### src/sv/ssit_pkg.sv
`timescale 1ns / 1ps
package ssit_pkg;

	localparam int RING_DEPTH = 4096;
	localparam int ID_COUNT   = 64;
	localparam int ID_SHIFT   = 16;
	localparam int SLOT_W     = $clog2(RING_DEPTH);
	localparam int QS_W       = SLOT_W + 1;
	localparam int ID_W       = $clog2(ID_COUNT);
	localparam int GRP        = 8;
	localparam int GRP_W      = $clog2(GRP);
	localparam int NGRP       = ID_COUNT / GRP;
	localparam int NGRP_W     = (NGRP > 1) ? $clog2(NGRP) : 1;
	localparam int CNT_W      = $clog2(QS_W + 1);

	typedef enum logic [1:0] {
		ST_OK   = 2'd0,
		ST_FULL = 2'd1,
		ST_NOID = 2'd2
	} status_t;

	typedef struct packed {
		logic        func;
		logic [31:0] command_word0;
		logic [11:0] slot;
	} in_word_t;

	typedef struct packed {
		logic [1:0]  status;
		logic [11:0] slot_taken;
		logic [5:0]  command_id;
		logic [31:0] stamped_word0;
		logic [11:0] tail_doorbell;
		logic [11:0] head_now;
		logic        phase_now;
	} out_word_t;

	// ring size clamped to the legal range
	function automatic logic [QS_W-1:0] eff_size(input logic [12:0] rs);
		logic [QS_W-1:0] s;
		s = QS_W'(rs);
		if (rs < 13'd2) s = QS_W'(2);
		if (rs > 13'(RING_DEPTH)) s = QS_W'(RING_DEPTH);
		return s;
	endfunction

endpackage

### src/sv/ssit_ids.sv
`timescale 1ns / 1ps
// command id busy flags with a registered lowest-free search
module ssit_ids import ssit_pkg::*; (
	input  logic            clk,
	input  logic            arst_n,
	input  logic            set_en,
	input  logic [ID_W-1:0] set_id,
	input  logic            clr_en,
	input  logic [ID_W-1:0] clr_id,
	output logic            found,
	output logic [ID_W-1:0] free_id
);

	logic [ID_COUNT-1:0] busy_q;
	logic [NGRP-1:0]     gfree_s1;
	logic [GRP_W-1:0]    gidx_s1 [NGRP];
	logic [NGRP-1:0]     gfree_c;
	logic [GRP_W-1:0]    gidx_c  [NGRP];

	// per group: any free, lowest free within the group
	always_comb begin
		for (int g = 0; g < NGRP; g++) begin
			gfree_c[g] = 1'b0;
			gidx_c[g]  = '0;
			for (int k = GRP - 1; k >= 0; k--) begin
				if (!busy_q[g*GRP + k]) begin
					gfree_c[g] = 1'b1;
					gidx_c[g]  = GRP_W'(k);
				end
			end
		end
	end

	always_ff @(posedge clk or negedge arst_n) begin
		if (!arst_n) begin
			busy_q   <= '0;
			gfree_s1 <= '0;
			for (int g = 0; g < NGRP; g++) gidx_s1[g] <= '0;
		end else begin
			if (set_en) busy_q[set_id] <= 1'b1;
			if (clr_en) busy_q[clr_id] <= 1'b0;
			gfree_s1 <= gfree_c;
			for (int g = 0; g < NGRP; g++) gidx_s1[g] <= gidx_c[g];
		end
	end

	// lowest group with a free id
	always_comb begin
		found   = 1'b0;
		free_id = '0;
		for (int g = NGRP - 1; g >= 0; g--) begin
			if (gfree_s1[g]) begin
				found   = 1'b1;
				free_id = ID_W'((g * GRP) + int'(gidx_s1[g]));
			end
		end
	end

endmodule

### config.mk
export PLATFORM = sky130hd
export DESIGN_NAME = ssit_ids
export DESIGN_NICKNAME = d
export VERILOG_FILES = /design/src/sv/ssit_pkg.sv /design/src/sv/ssit_ids.sv
export SDC_FILE = /design/constraint.sdc
export NUM_CORES = 1
export LEC_CHECK = 0
export ABC_AREA = 1
export ABC_CLOCK_PERIOD_IN_PS = 1800
export BUFFER_PORTS_ARGS = -buffer_cell sky130_fd_sc_hd__buf_2
export CAP_MARGIN = 20
export CORE_MARGIN = 4
export CORE_UTILIZATION = 45
export DETAILED_ROUTE_END_ITERATION = 8
export GPL_TIMING_DRIVEN = 0
export PLACE_DENSITY = 0.62
export REMOVE_ABC_BUFFERS = 1
export SETUP_SLACK_MARGIN = 0.5
export SLEW_MARGIN = 20
export SYNTH_ARGS = -nofsm -noshare
export SYNTH_HDL_FRONTEND = slang
export SYNTH_SLANG_ARGS = --single-unit
### constraint.sdc
create_clock -name clk -period 1.8 [get_ports clk]
set_input_delay 0.18 -clock clk [delete_from_list [all_inputs] [get_ports clk]]
set_output_delay 0.18 -clock clk [all_outputs]
set_load 0.01 [all_outputs]
==> metrics.txt <==
largest net degree at the start of global routing 83; drt first pass iters 5; Worst Path Required 1.62 ns; TritonCTS Buffers 9; via density per instance 5.42; Sw Pwr about 1.6 mW; skew final 0.00959 ns; clock sinks 96; Async SR Flop Fraction 100%; CP dominant cell by count nand2_2; I/O Buffers 22; clock latency on the worst-skew pair 0.37 ns; RSZ-0062 raised after global routing yes; Final period util 96.4%; launch point of the worst reg-to-reg path busy_q[5]$_DFF_PN0_; Slew HR 33.0%; WL final 11,400 um; Leakage Power 2.45 nW; GPL Wtd Cong 0.859; Die X 106 um; Vias ~3.8k; Clock power frac 33.3%; sequential area share after synthesis 55.1%; Hold Path Sink busy_q[59]$_DFF_PN0_; hold path start set_en; Core Region 0.00933 sq mm; # fillers around 930; delay-heaviest family, CP flip-flops; row cnt 35; # H-tree levels 3; Yosys top cell by area dfrtp_1; number of global-route vias before repair 3,560; startpoint types flip-flop; Flop pwr share a little over half; Critical Path AT approximately 1.6 ns; drt wl/cell 16.4 um; pwr/cell area 1050 mW/mm^2; Final Hold Viols 0; post-synthesis register bit count between 90 and 100; CP max FO 4; share of cells above drive strength 1 13.5%; count leader, synth a21oi_1; Cell Area, Synth roughly 0.0044 sq mm; CP Cell Sequence buf_6 > nand2_2 > nor2_2 > a211oi_2 > nand2_2 > nand2_2 > nand2_2 > buf_6; Antenna Nets Post-Route 0; Yosys cell types 20; max incr delay on CP 0.42 ns; initial antenna violation count 0; max-slew violations 0; DP Wirelength 7890 um; clock-pin slew on the worst setup and hold paths 0.10 ns; CTS Root Cell clkbuf_8; VDD IR max 0.578 mV; Bufs and invs on worst path 2; CTS max path bufs 2; slowest stage cell, crit path dfrtp_1; DRT iter0 DRCs 228; Max Cap Viol 0; die area 0.0113 sq mm; Hold Path Class in2reg; area delta synth->final 15.5%; Gate power share between 10% and 20%; initial core utilization between 40% and 50%; yosys warns 0; Sw Share 29.5%; DRC viols 0; first-pass GRT wire length 18,400 um; Yosys top cell area share 55.1%; CP Class reg2out; FF-to-FF setup slack 0.69 ns; Synth area leaders dfrtp_1 (55%), a21oi_1 (16%), nand2_1 (6.4%), inv_1 (6.3%), nor2_1 (3.7%); GRT Total Usage around a fifth; Post-synth EDFFs 0; Critical R2R Capture gidx_s1[21]$_DFF_PN0_; gr ovfl total 0; Slew @ Worst Pin 0.997 ns; Finished Layout Cells slightly below 700; Post-synth top cells a21oi_1 (140), dfrtp_1 (96), nand2_1 (74); endpoint class of the critical path output pin; final hold slack 0.150 ns; status finished, final reports clean; Most used DFF post-synth dfrtp_1; Final Critical Period 1.74 ns; internal power 3.72 mW; fmax 576 MHz; dpl cells 670; I/O Pins 23; # nets final 574; Setup Viol. Count Final 0; mean area per synthesized cell between 8 and 9 sq um; Hold Path Depth 3; Vert. Die Dim 106 um; CTS tree built; FF-to-FF path depth 5; Mapped Cells around 520; antenna fix cells 0
## how the worst max path moves through the flow
stage / start / slack [ns] / cells past startpoint / end
6_report: gfree_s1[3]$_DFF_PN0_ / 0.06 / 8 / free_id[0]
5_1_grt: gfree_s1[6]$_DFF_PN0_ / -0.03 / 10 / free_id[1]
4_1_cts: gfree_s1[3]$_DFF_PN0_ / 0.06 / 8 / free_id[1]
3_5_place_dp: clr_en / 0.16 / 4 / busy_q[0]$_DFF_PN0_
3_3_place_gp: arst_n / -0.38 / 1 / gidx_s1[21]$_DFF_PN0_
2_1_floorplan: gfree_s1[2]$_DFF_PN0_ / 0.45 / 2 / free_id[5]
## flip-flops by register name, summed over array words and instances, names as in the netlist
name      flops
gidx_s1      24
gfree_s1      8
busy_q       64
## placed cells by master, fill, tap and decap left out, types with 10 or more instances in the layout
| cell type | instances |
|---|---|
| dfrtp_1 | 93 |
| nand3_1 | 29 |
| nor2_1 | 41 |
| buf_2 | 20 |
| a21oi_1 | 140 |
| nor3_1 | 11 |
| a31oi_1 | 10 |
| inv_1 | 70 |
| nand2_1 | 65 |
## routing by layer
| layer | up-vias | part of all wire (%) | GRT usage [%] |
|---|---|---|---|
| li1 | 1836 | - | - |
| met5 | - | 0 | 0 |
| met3 | 25 | 5.3 | 3.64 |
| met1 | 1784 | 47 | 31.1 |
| met4 | 0 | 2.6 | 7.58 |
| met2 | 108 | 45 | 31.9 |
## per-stage QoR
stage / util (%) / instance area, sq um / power [mW] / TNS, ns / setup WS [ns]
finish: 54.0 / 5030 / 5.27 / 0 / 0.0639
global route: 54.0 / 5030 / 5.56 / -0.0655 / -0.0322
CTS: 53.0 / 4940 / 5.26 / 0 / 0.0585
detailed placement: 49.8 / 4650 / 3.52 / 0 / 0.165
global placement: 49.5 / 4610 / 3.48 / -36.18 / -0.383
floorplan: - / 4340 / 3.24 / 0 / 0.449
## cell type report
| class | instances | area, sq um | area share, % |
|---|---|---|---|
| clock buffers | 9 | 124 | 2.46 |
| clock inverters | 7 | 125 | 2.49 |
| inverters | 76 | 285 | 5.67 |
| multi-input cells | 346 | 1730 | 34.4 |
| flip-flops and latches | 96 | 2410 | 47.8 |
| well taps | 129 | 161 | 3.21 |
| repair buffers | 29 | 201 | 4.00 |
## repair_timing
| item | in CTS | in global routing |
|---|---|---|
| hold endpoints to repair | 96 | 0 |
| setup buffers | 2 | 3 |
| setup endpoints to repair | 7 | 23 |
| pin swaps | 2 | 6 |
| resized for setup | 7 | 21 |
| hold buffers | 1 | 0 |
## power by group through the flow
stage,clock [mW],sequential (mW),combinational [mW]
after floorplan,0,2.73,0.502
after global placement,0,2.80,0.682
after detailed placement,0,2.81,0.712
after CTS,1.77,2.77,0.721
after global routing,1.88,2.82,0.864
final,1.76,2.78,0.738
## worst register-to-register path, delay by kind of cell (launching register included)
kind / cells / cell delay, ns
DFF: 1 / 0.41
and+or+nand+nor: 1 / 0.08
AOI/OAI and AO/OA: 3 / 0.44
buffers and inverters: 1 / 0.09
## cell families after synthesis
logic type / Yosys count / share of synthesized area [%]
and+or+nand+nor: 177 / 17.7
AOI/OAI and AO/OA: 169 / 20.2
DFF: 96 / 55.1
buffers and inverters: 80 / 6.89
(Power assumes the default switching activity.)
