===== config.mk =====
export PLATFORM = sky130hd
export DESIGN_NAME = ssit_rem
export DESIGN_NICKNAME = d
export VERILOG_FILES = /design/src/sv/ssit_pkg.sv /design/src/sv/ssit_rem.sv
export SDC_FILE = /design/constraint.sdc
export NUM_CORES = 1
export LEC_CHECK = 0
export BUFFER_PORTS_ARGS = -buffer_cell sky130_fd_sc_hd__buf_2
export CORE_ASPECT_RATIO = 1.2
export CORE_MARGIN = 10
export CORE_UTILIZATION = 55
export DETAILED_ROUTE_END_ITERATION = 8
export PLACE_DENSITY = 0.88
export SETUP_SLACK_MARGIN = 0.4
export SLEW_MARGIN = 10
export SYNTH_ARGS = -nofsm -noshare
export SYNTH_HDL_FRONTEND = slang
export SYNTH_SLANG_ARGS = --single-unit

===== constraint.sdc =====
create_clock -name clk -period 3 [get_ports clk]
set_input_delay 0 -clock clk [delete_from_list [all_inputs] [get_ports clk]]
set_output_delay 0 -clock clk [all_outputs]
set_load 0.05 [all_outputs]

===== src/sv/ssit_pkg.sv =====
`timescale 1ns / 1ps
package ssit_pkg;

	localparam int RING_DEPTH = 4096;
	localparam int ID_COUNT   = 64;
	localparam int ID_SHIFT   = 16;
	localparam int SLOT_W     = $clog2(RING_DEPTH);
	localparam int QS_W       = SLOT_W + 1;
	localparam int ID_W       = $clog2(ID_COUNT);
	localparam int GRP        = 8;
	localparam int GRP_W      = $clog2(GRP);
	localparam int NGRP       = ID_COUNT / GRP;
	localparam int NGRP_W     = (NGRP > 1) ? $clog2(NGRP) : 1;
	localparam int CNT_W      = $clog2(QS_W + 1);

	typedef enum logic [1:0] {
		ST_OK   = 2'd0,
		ST_FULL = 2'd1,
		ST_NOID = 2'd2
	} status_t;

	typedef struct packed {
		logic        func;
		logic [31:0] command_word0;
		logic [11:0] slot;
	} in_word_t;

	typedef struct packed {
		logic [1:0]  status;
		logic [11:0] slot_taken;
		logic [5:0]  command_id;
		logic [31:0] stamped_word0;
		logic [11:0] tail_doorbell;
		logic [11:0] head_now;
		logic        phase_now;
	} out_word_t;

	// ring size clamped to the legal range
	function automatic logic [QS_W-1:0] eff_size(input logic [12:0] rs);
		logic [QS_W-1:0] s;
		s = QS_W'(rs);
		if (rs < 13'd2) s = QS_W'(2);
		if (rs > 13'(RING_DEPTH)) s = QS_W'(RING_DEPTH);
		return s;
	endfunction

endpackage


===== src/sv/ssit_rem.sv =====
`timescale 1ns / 1ps
// restoring remainder, one quotient bit a cycle
module ssit_rem import ssit_pkg::*; (
	input  logic            clk,
	input  logic            arst_n,
	input  logic            go,
	input  logic [QS_W-1:0] num,
	input  logic [QS_W-1:0] den,
	output logic            done,
	output logic [QS_W-1:0] rem
);

	logic [QS_W-1:0] num_q;
	logic [QS_W-1:0] den_q;
	logic [QS_W:0]   r_q;
	logic [CNT_W-1:0] cnt_q;
	logic            run_q;
	logic            done_q;
	logic [QS_W:0]   r_sh;

	assign r_sh = {r_q[QS_W-1:0], num_q[QS_W-1]};

	always_ff @(posedge clk or negedge arst_n) begin
		if (!arst_n) begin
			run_q  <= 1'b0;
			done_q <= 1'b0;
			cnt_q  <= '0;
		end else begin
			done_q <= 1'b0;
			if (go) begin
				run_q <= 1'b1;
				cnt_q <= '0;
			end else if (run_q) begin
				cnt_q <= cnt_q + 1'b1;
				if (cnt_q == CNT_W'(QS_W - 1)) begin
					run_q  <= 1'b0;
					done_q <= 1'b1;
				end
			end
		end
	end

	always_ff @(posedge clk) begin
		if (go) begin
			num_q <= num;
			den_q <= den;
			r_q   <= '0;
		end else if (run_q) begin
			num_q <= {num_q[QS_W-2:0], 1'b0};
			if (r_sh >= {1'b0, den_q}) r_q <= r_sh - {1'b0, den_q};
			else r_q <= r_sh;
		end
	end

	assign done = done_q;
	assign rem  = r_q[QS_W-1:0];

endmodule


==> key figures, run 1 <==
Timing
  • RSZ-0062 raised after global routing: no
  • Max Slew Vio Count: 0
  • Final Setup Violations: 0
  • Max_slew headroom: 0.648
  • Tcrit/Tclk final: 0.799
  • Clock skew: about 0.011 ns
  • Worst hold slack after final layout: 0.0211 ns
  • Final Hold Viols: 0
  • Clock period minus worst slack: about 2.4 ns
  • Fmax: about 0.42 GHz
  • Fin Setup TNS: 0 ns
  • Worst-margin pin slew: just over 0.5 ns

Die
  • Rows: 27
  • Initial Utilization: 0.561
  • Die H: between 90 and 100 um
  • Width of the die: just over 80 um
  • I/O pins: between 40 and 50
  • DIE AREA: 7790 um2
  • Core footprint: between 4000 and 5000 um2

Layout
  • Footprint of the multi-input gates: around 1200 um2
  • Fill cells: approximately 340
  • Nets: ~350
  • Finished Layout Cells: 360
  • Final core utilization: 0.694
  • Share of layout cells above drive strength 1: 0.279
  • Reg area: between 1000 and 1500 um2
  • Area grow syn2layout: 23.7%
  • Post-route cell area: approximately 3200 um2

Placed design
  • IO buf count: between 40 and 50
  • Placed inst area: 2800 um2
  • DP HPWL: slightly above 4 mm
  • Placed Instances: around 320
  • Placer Congestion: approximately 0.9

Global routing
  • GRT overflow: 0
  • Largest net degree at the start of global routing: 28
  • Vias in the first global route: between 2000 and 2500
  • First-pass GRT wire length: about 10 mm
  • Gr usage total: 0.169
  • Initial antenna violation count: 1

Synthesis
  • Synth Cell Area: around 2600 um2
  • Syn. warnings: 0
  • Synth Flop Type: edfxtp_1
  • Post-synth EDFFs: 26
  • Synth Instances: about 230
  • Syn Area/Cell: approximately 11 um2
  • Cell variety after synth: 58
  • FF+latch count, synth: 45
  • Async S/R FF share, synth: 0.133
  • Part of the Yosys area used for sequential elements: 0.465
  • Syn_nets: 278

Power and ir drop
  • Pwr dens: roughly 790 nW/um2
  • Maximum vdd drop: between 0.0005 and 0.0006 V
  • Leak pwr: approximately 0.0014 uW

Job
  • Max-cap violation count: 0

Worst setup path
  • CP cell instances: inv_1 > ha_1 > fa_1 > nor2b_1 > o22ai_2 > a31oi_4 > nor2_4 > mux2_4 > a211oi_2
  • Arrival time worst endpoint: approximately 2.6 ns
  • Slowest stage delay, CP: 0.41 ns
  • Worst-path maximum fanout: 10
  • Setup crit start kind: flop
  • FF-to-FF path depth: 9
  • Worst reg2reg path startpoint: num_q[12]
  • CP max stage cell: fa_1
  • Worst Setup Path Type: flop to flop
  • Flop-to-flop setup slack: roughly 0.6 ns
  • R2R Path End: r_q[0]
  • Worst Setup End Kind: flop
  • Critical Path RT: around 3.2 ns

Route
  • Residual DRC count: 0
  • Antenna Nets Post-Route: 0
  • DR vias/cell: between 5 and 6
  • Routed len/inst: approximately 17 um
  • Vias: approximately 2000
  • DR iter-0 viols: about 130
  • DRT Wirelength: approximately 6.3 mm
  • DR pass1 iterations: 4

CTS
  • CTS tree: yes
  • CTS sink count: 45
  • Reg clk slew, reported paths: about 0.090 ns
  • Clock tree buffer depth: 2
  • Skew-Pair Late Insertion Delay: about 0.32 ns
  • Clock root cell: clkbuf_8
  • Htree depth: 2
  • Post-cts resize count: 0
  • Inserted Clock Buffers: 5

Hold path
  • Hold crit path type: input port to async pin

Status
  • Status: finished, final reports clean
==> worst max-delay path by stage <==
stage,start,end,slack [ns],cells after the start
final,num_q[12],r_q[0],0.60,9
after global routing,num_q[12],r_q[0],0.50,9
after CTS,num_q[12],r_q[0],0.64,9
after detailed placement,num_q[12],r_q[1],0.67,9
after floorplan,r_q[0],r_q[0],0.57,8
after global placement,num_q[12],r_q[0],0.79,9
==> power by group <==
group | switching, uW | leakage (uW) | internal, uW
Combinational | 789 | 0.000926 | 457
Clock | 230 | 0.0000448 | 168
Sequential | 97.4 | 0.000449 | 761
Total | 1120 | 0.00142 | 1390
==> Yosys cell counts, drive strengths merged, types with 3 or more instances <==
| cell type | count | area (um2) |
|---|---|---|
| a311oi | 5 | 68.8 |
| nand3 | 5 | 30.0 |
| a31oi | 3 | 33.8 |
| a211oi | 4 | 40.0 |
| nand2 | 21 | 86.3 |
| mux2 | 13 | 150 |
| buf | 6 | 38.8 |
| dfrtp | 6 | 150 |
| nor2 | 15 | 63.8 |
| dfxtp | 13 | 260 |
| clkbuf | 5 | 18.8 |
| nand4 | 4 | 25.0 |
| nor2b | 3 | 18.8 |
| xnor2 | 5 | 43.8 |
| edfxtp | 26 | 781 |
| o21ai | 8 | 43.8 |
| o21a | 3 | 22.5 |
| ha | 15 | 188 |
| a21oi | 11 | 58.8 |
| or2 | 3 | 21.3 |
| a41oi | 3 | 26.3 |
| and3 | 3 | 18.8 |
| a21o | 5 | 38.8 |
| xor2 | 7 | 61.3 |
| inv | 18 | 67.6 |
==> kinds of logic after synthesis <==
family / count (synthesis) / share of synthesized area
XOR/XNOR: 12 / 0.0411
flip-flops: 45 / 0.465
multiplexers: 14 / 0.0626
adder cells (fa/ha/maj): 16 / 0.0811
AO/OA/AOI/OAI: 54 / 0.175
buffers and inverters: 29 / 0.0489
AND/OR/NAND/NOR: 63 / 0.126
==> registers in the layout, summed over array words and instances (netlist names) <==
signal  count
r_q        13
run_q       1
cnt_q       4
done        1
den_q      13
num_q      13
==> repair_timing <==
action                                 4_1_cts  5_1_grt
hold buffers                                27        0
endpoints found under the hold margin       32        0
setup buffers                                0        0
==> stage by stage <==
stage	power, uW	worst slack [ns]
final	2500	0.604
after global routing	2640	0.501
after CTS	2490	0.642
after detailed placement	2070	0.666
after global placement	2040	0.794
after floorplan	1840	0.566
==> area by class of cell <==
| cell class | instances | share of cell area |
|---|---|---|
| sequential | 45 | 0.376 |
| clock inverter | 3 | 0.00790 |
| clock buffer | 5 | 0.0217 |
| multi-input combinational | 159 | 0.393 |
| timing repair buffer | 71 | 0.156 |
| antenna | 1 | 0.000790 |
| tap | 58 | 0.0229 |
| inverter | 18 | 0.0213 |
==> critical path, delay by kind of cell, from the launching register on <==
family | cells | cell delay (ns)
AO/OA/AOI/OAI | 3 | 0.64
adder cells (fa/ha/maj) | 2 | 0.63
buffers and inverters | 1 | 0.06
flip-flops | 1 | 0.35
multiplexers | 1 | 0.31
AND/OR/NAND/NOR | 2 | 0.34
==> cell usage in the layout (no fill, tap or decap), drive strengths merged, types with 4 or more instances in the layout <==
master	instances
edfxtp	26
inv	19
a311oi	5
xnor2	5
a21o	5
a21oi	11
nand2	21
mux2	13
dfrtp	6
xor2	7
o21ai	8
ha	15
clkbuf	5
a211oi	4
nor2	15
buf	44
nand3	5
dfxtp	13
dlygate4sd3	27
nand4	4
==> routing by layer <==
metal	wire length, um	vias up	GRT usage
met4	176	0	0.0923
li1	-	983	-
met2	3300	71	0.289
met1	2340	956	0.180
met5	0	-	0
met3	433	18	0.0485
Power figures use the tool's default switching activity.
==> run 2: changes to the inputs <==
==> constraint.sdc (replaced) <==
create_clock -name clk -period 2.3 [get_ports clk]
set_input_delay 0 -clock clk [delete_from_list [all_inputs] [get_ports clk]]
set_output_delay 0 -clock clk [all_outputs]
set_load 0.05 [all_outputs]
==> run 2 against run 1 <==
Compared with the run above:
- power is 48% higher
- sequential share of layout area decreased by 2.2 points
- cell area increased by 8.3%
- non-clock buffer count grew 11
- die area unchanged
- largest cell class unchanged
==> key figures, run 2 (synthesis gave the netlist of run 1 again) <==
Worst setup path
  • R2R Path End: r_q[1]
  • Flop-to-flop setup slack: between 0.04 and 0.05 ns
  • Critical Path RT: 2.50 ns
  • FF-to-FF path depth: 8
  • Worst Setup Path Type: flop to flop
  • Slowest stage delay, CP: between 0.4 and 0.5 ns
  • Worst Setup End Kind: flop
  • Crit path capture: r_q[1]
  • Arrival time worst endpoint: 2.46 ns
  • Worst-path maximum fanout: 7
  • CP max stage cell: a2111o_1
  • CP Depth: 8
  • Setup crit start kind: flop
  • CP cell instances: inv_2 > ha_4 > nand4_1 > a2111o_1 > a31oi_4 > nor2_4 > or4_4 > o311ai_1
  • Worst reg2reg path startpoint: den_q[9]
  • Worst path bufs/invs: 1
  • CP startpoint: den_q[9]
  • Delay-heaviest family, CP: compound AO/OA/AOI/OAI gates

Job
  • Max-cap violation count: 0

CTS
  • Reg clk slew, reported paths: approximately 0.09 ns
  • CTS sink count: 45
  • Inserted Clock Buffers: 5
  • Skew-Pair Late Insertion Delay: ~0.3 ns
  • Htree depth: 2
  • CTS tree: yes
  • Clock tree buffer depth: 2
  • Clock root cell: clkbuf_8

Global routing
  • Gr usage total: 0.161
  • GRT overflow: 0
  • Largest net degree at the start of global routing: slightly above 40
  • Initial antenna violation count: 0
  • First-pass GRT wire length: just under 10 mm
  • Vias in the first global route: 2099

Layout
  • Area grow syn2layout: 34.0%
  • Commonest non-fill, non-tap cell in the layout: buf_2
  • Post-route cell area: around 3400 um2
  • Nets: between 300 and 400
  • Top library cells by usage in the layout, fill and taps aside: buf_2, edfxtp_1, dlygate4sd3_1, nand2_1, buf_4
  • Share of layout cells above drive strength 1: 0.422
  • Diode count: 0
  • Top Registers: den_q x13, num_q x13, r_q x13
  • Fill cells: between 200 and 300

Timing
  • Final Hold Viols: 0
  • Max_slew headroom: 0.628
  • RSZ-0062 raised after global routing: yes
  • Worst-margin pin slew: 0.557 ns
  • Max Slew Vio Count: 0
  • Tcrit/Tclk final: 0.981
  • Fmax: approximately 0.44 GHz
  • Final Setup Violations: 0
  • Worst hold slack after final layout: between 0.009 and 0.01 ns
  • Clock skew: approximately 0.0062 ns
  • Clock period minus worst slack: around 2.3 ns

Route
  • DR pass1 iterations: 5
  • Antenna Nets Post-Route: 0
  • DRT Wirelength: a little under 7 mm
  • Vias: between 2000 and 2500
  • Routed len/inst: 18.4 um
  • DR iter-0 viols: around 260
  • Residual DRC count: 0
  • DR vias/cell: around 6.0

Status
  • Status: finished, final reports clean

Hold path
  • Hold crit path type: input port to flop

Placed design
  • Placer Congestion: 0.889
  • IO buf count: between 40 and 50
  • DP HPWL: roughly 4 mm
  • Placed inst area: 2910 um2

Die
  • DIE AREA: around 8000 um2
  • I/O pins: 43
  • Rows: 27
  • Width of the die: ~82 um
  • Die H: approximately 95 um
  • Initial Utilization: 0.561
  • Core footprint: roughly 4600 um2

Power and ir drop
  • Leak pwr: about 0.0015 uW
  • Maximum vdd drop: between 0.0005 and 0.0006 V
  • Pwr dens: 1080 nW/um2
[run 2: cell count changes in the layout (fill, tap and decap cells not counted), sizes merged]
cell         previous run  this run
clkbuf                  5         6
or2                     3         4
diode                   1         0
buf                    44        58
dlygate4sd3            27        24
inv                    19        18
[run 2: metrics by stage]
| stage | worst slack [ns] | std cells | setup TNS, ns | util | total power, uW |
|---|---|---|---|---|---|
| after global placement | 0.166 | 324 | 0 | 0.638 | 2790 |
| after global routing | -0.0276 | 371 | -0.0665 | 0.752 | 3870 |
| final | 0.0435 | 371 | 0 | 0.752 | 3710 |
| after CTS | 0.124 | 362 | 0 | 0.726 | 3490 |
| after floorplan | 0.195 | 233 | 0 | - | 2530 |
| after detailed placement | 0.00356 | 324 | 0 | 0.638 | 2830 |
[run 2: worst reg2reg max path, cell delays in order, from the launching register on]
cell and delay [ns]:
edfxtp_1 0.37, inv_2 0.05, ha_4 0.29, nand4_1 0.16, a2111o_1 0.47, a31oi_4 0.22, nor2_4 0.09, or4_4 0.42
o311ai_1 0.08
[run 2: worst min path at each step]
stage | cells past startpoint | endpoint | start | slack [ns]
2_1_floorplan | 0 | cnt_q[0] | arst_n | -0.30
3_3_place_gp | 1 | cnt_q[2] | arst_n | -0.17
3_5_place_dp | 1 | done | arst_n | -0.16
4_1_cts | 2 | num_q[6] | num[6] | 0.003
5_1_grt | 2 | num_q[6] | num[6] | 0.02
6_report | 2 | num_q[6] | num[6] | 0.01
[run 2: final cells by class]
cell class | instances | area, um2 | area share
clock buffers | 6 | 72.6 | 0.0212
clock inverters | 2 | 11.3 | 0.00328
inverters | 18 | 67.6 | 0.0197
multi-input cells | 160 | 1420 | 0.414
flip-flops and latches | 45 | 1220 | 0.354
well taps | 58 | 72.6 | 0.0212
repair buffers | 82 | 571 | 0.166
[run 2: timing repair]
| item | CTS | global route |
|---|---|---|
| pin swaps | 7 | 15 |
| setup endpoints to repair | 13 | 13 |
| cloned | 1 | 0 |
| endpoints found under the hold margin | 27 | 2 |
| hold buffers | 22 | 2 |
| setup buffers | 7 | 7 |
| resized for setup | 10 | 11 |
[run 2: power by group]
group / leakage (uW) / switching, uW / internal (uW)
registers: 0.000456 / 145 / 1020
clock network: 0.0000388 / 270 / 211
logic: 0.000984 / 1190 / 871
[run 2: routing by layer]
metal | part of all wire | global-route usage | vias to the layer above | wire [um]
li1 | - | - | 1008 | -
met1 | 0.36 | 0.173 | 1061 | 2440
met2 | 0.53 | 0.276 | 127 | 3610
met3 | 0.087 | 0.0523 | 25 | 596
met4 | 0.027 | 0.0724 | 0 | 183
met5 | 0 | 0 | - | 0
==> run 3: changes to the inputs <==
--- a/config.mk
+++ b/config.mk
@@ -5,9 +5,9 @@
 export SDC_FILE = /design/constraint.sdc
 export NUM_CORES = 1
 export LEC_CHECK = 0
+export ABC_AREA = 1
 export BUFFER_PORTS_ARGS = -buffer_cell sky130_fd_sc_hd__buf_2
 export CORE_ASPECT_RATIO = 1.2
-export CORE_MARGIN = 10
 export CORE_UTILIZATION = 55
 export DETAILED_ROUTE_END_ITERATION = 8
 export PLACE_DENSITY = 0.88
==> run 3 against run 2 <==
Compared with the run above:
- count of clock-buffer cells in the layout is the same
- critical path depth is 3 higher
- sequential share of layout area down 2.5 points
- synthesized area grew 7.7%
- hold slack improved by 0.0075 ns
- critical endpoint is now r_q[7]
==> key figures, run 3 <==
Route
  • Residual DRC count: 0
  • DRT Wirelength: roughly 7.9 mm
  • Vias: approximately 2800
  • Routed len/inst: around 16 um
  • DR iter-0 viols: around 270
  • DR pass1 iterations: 7
  • DR vias/cell: roughly 5.6
  • Antenna Nets Post-Route: 0

Synthesis
  • Most frequent cell after synthesis: nand2_1
  • Largest cells by area after synthesis: edfxtp_1, nand2_1, dfxtp_1, inv_1, ha_1
  • Cell variety after synth: 28
  • Part of the Yosys area used for sequential elements: 0.432
  • Synth Instances: ~370
  • Post-synth top area cell: edfxtp_1
  • Synth Cell Area: between 2000 and 3000 um2
  • Post-Synth XOR/XNOR Area: 0.0191
  • Async S/R FF share, synth: 0.133
  • FF+latch count, synth: between 40 and 50
  • Synth Area in Compound Gates: 0.0240
  • Post-synth top cells: nand2_1, inv_1, edfxtp_1, nand3_1, nand4_1
  • Post-Synth Adder-Cell Area: 0.0753
  • Synth top area share: 0.283
  • Syn Area/Cell: around 7.5 um2
  • Mux cell area share after synthesis: 0
  • Syn. warnings: 0
  • Post-synthesis simple-gate area fraction: 0.338
  • Synth Flop Type: edfxtp_1
  • Largest family of logic cells by synthesized area: simple AND/OR/NAND/NOR gates
  • Syn_nets: between 400 and 500
  • Post-synth EDFFs: 26

Power and ir drop
  • Total Power: 3700 uW
  • Pwr dens: between 1000 and 1500 nW/um2
  • Leak pwr: roughly 0.0019 uW
  • Maximum vdd drop: approximately 0.0006 V

Placed design
  • DP HPWL: approximately 4.4 mm
  • IO buf count: 42
  • Placed inst area: 3040 um2
  • Placer Congestion: approximately 0.94

CTS
  • Inserted Clock Buffers: 5
  • CTS tree: yes
  • Clock root cell: clkbuf_8
  • CTS sink count: 45
  • Reg clk slew, reported paths: 0.09 ns
  • Clock tree buffer depth: 2
  • Skew-Pair Late Insertion Delay: about 0.30 ns
  • Htree depth: 2

Timing
  • Clock period minus worst slack: 2.06 ns
  • Clock skew: approximately 0.01 ns
  • Final Hold Viols: 0
  • Max Slew Vio Count: 0
  • Fmax: 0.485 GHz
  • Fin Setup TNS: 0 ns
  • Final Setup Violations: 0
  • RSZ-0062 raised after global routing: yes
  • Worst-margin pin slew: approximately 0.53 ns
  • Tcrit/Tclk final: 0.896
  • Max_slew headroom: 0.643

Global routing
  • Vias in the first global route: about 2600
  • GRT overflow: 0
  • Largest net degree at the start of global routing: 24
  • Initial antenna violation count: 0
  • First-pass GRT wire length: around 12 mm
  • Gr usage total: 0.292

Layout
  • Diode count: 0
  • Reg area: roughly 1200 um2
  • Nets: between 400 and 500
  • Footprint of the multi-input gates: roughly 1400 um2
  • Share of layout cells above drive strength 1: 0.260
  • Commonest non-fill, non-tap cell in the layout: nand2_1
  • Fill cells: ~290
  • Top library cells by usage in the layout, fill and taps aside: nand2_1, inv_1, buf_2, edfxtp_1, dlygate4sd3_1
  • Post-route cell area: approximately 3700 um2
  • Top Registers: den_q x13, num_q x13, r_q x13
  • Area grow syn2layout: 32.5%

Die
  • Die H: just under 80 um
  • DIE AREA: approximately 5300 um2
  • Core footprint: approximately 4700 um2
  • Initial Utilization: 0.587
  • I/O pins: 43
  • Rows: 27
  • Width of the die: ~67 um

Worst setup path
  • Delay-heaviest family, CP: simple AND/OR/NAND/NOR gates
  • CP cell instances: inv_1 > ha_1 > nand2_1 > nor2_1 > nand2_1 > nand3_2 > nand2_4 > nand3_4 > nand3_1 > nand3_1 > nand2_1
  • Arrival time worst endpoint: 2.26 ns
  • Slowest stage delay, CP: about 0.40 ns
  • Worst Setup End Kind: flop
  • Worst-path maximum fanout: 7
  • Critical Path RT: roughly 2.5 ns
  • Worst path bufs/invs: 1
  • CP max stage cell: ha_1
  • Worst Setup Path Type: flop to flop
  • Setup crit start kind: flop
  • Cell mode on critical path: nand2_1

Job
  • Max-cap violation count: 0

Hold path
  • Hold crit path type: input port to flop

Status
  • Status: finished, final reports clean
==> run 3: cell types whose count changed in the layout (fill, tap and decap cells not counted), sizes merged, moves of 5 or more <==
cell,change
a311oi,-5
nand3,+28
nand4,+13
nand2,+121
inv,+51
a21o,-5
mux2,-13
==> run 3: cell type report <==
type	instances	area share
clock buffer	6	0.0199
clock inverter	2	0.00925
inverter	70	0.0719
multi-input combinational	243	0.386
sequential	45	0.329
tap	58	0.0199
timing repair buffer	84	0.164
==> run 3: cell families (layout without fill, tap and decap cells) <==
kind of cell | Yosys count | count (layout)
and+or+nand+nor | 209 | 210
buffers and inverters | 79 | 162
DFF | 45 | 45
adders and majority gates | 16 | 16
AOI/OAI and AO/OA | 11 | 11
xor gates and xnor gates | 6 | 6
==> run 3: tightest hold or removal path, delay by kind of cell <==
| kind | cells | cell delay (ns) |
|---|---|---|
| simple gates | 2 | 0.13 |
| buf+inv | 1 | 0.08 |
==> run 3: metrics by stage <==
step,instances,util,hold WS (ns),setup WS [ns]
final,508,0.778,0.0170,0.239
after global routing,508,0.778,0.0147,0.169
after CTS,502,0.740,0.000504,0.422
after detailed placement,462,0.648,-0.173,0.259
after global placement,462,0.648,-0.175,0.317
after floorplan,366,-,-0.296,0.403
==> run 3: where the power goes <==
group | internal [uW] | leakage (uW) | switching, uW
combinational | 706 | 0.00141 | 1280
clock | 321 | 0.0000528 | 280
sequential | 995 | 0.000458 | 114
==> run 3: worst paths after layout <==
check,startpoint,to,slack [ns],depth (start not counted)
min in group asynchronous,arst_n,cnt_q[2],0.03,2
max in group asynchronous,arst_n,done,2.12,2
hold / removal,num[12],num_q[12],0.02,3
setup / recovery,den_q[3],r_q[7],0.24,11
hold reg to reg,r_q[1],r_q[1],0.48,2
setup reg to reg,den_q[3],r_q[7],0.24,11
==> run 3: what timing repair did <==
item | in CTS | in global routing
gates cloned | 1 | 1
endpoints found under the setup margin | 13 | 13
pin swaps | 2 | 12
hold buffers | 26 | 0
buffers inserted | 5 | 5
resized for setup | 3 | 32
hold endpoints to repair | 31 | 0
==> run 3: routing by layer <==
layer,share of wire,up-vias,track usage
li1,-,1312,-
met1,0.38,1302,0.343
met2,0.52,170,0.513
met3,0.065,39,0.0543
met4,0.038,0,0.115
met5,0,-,0
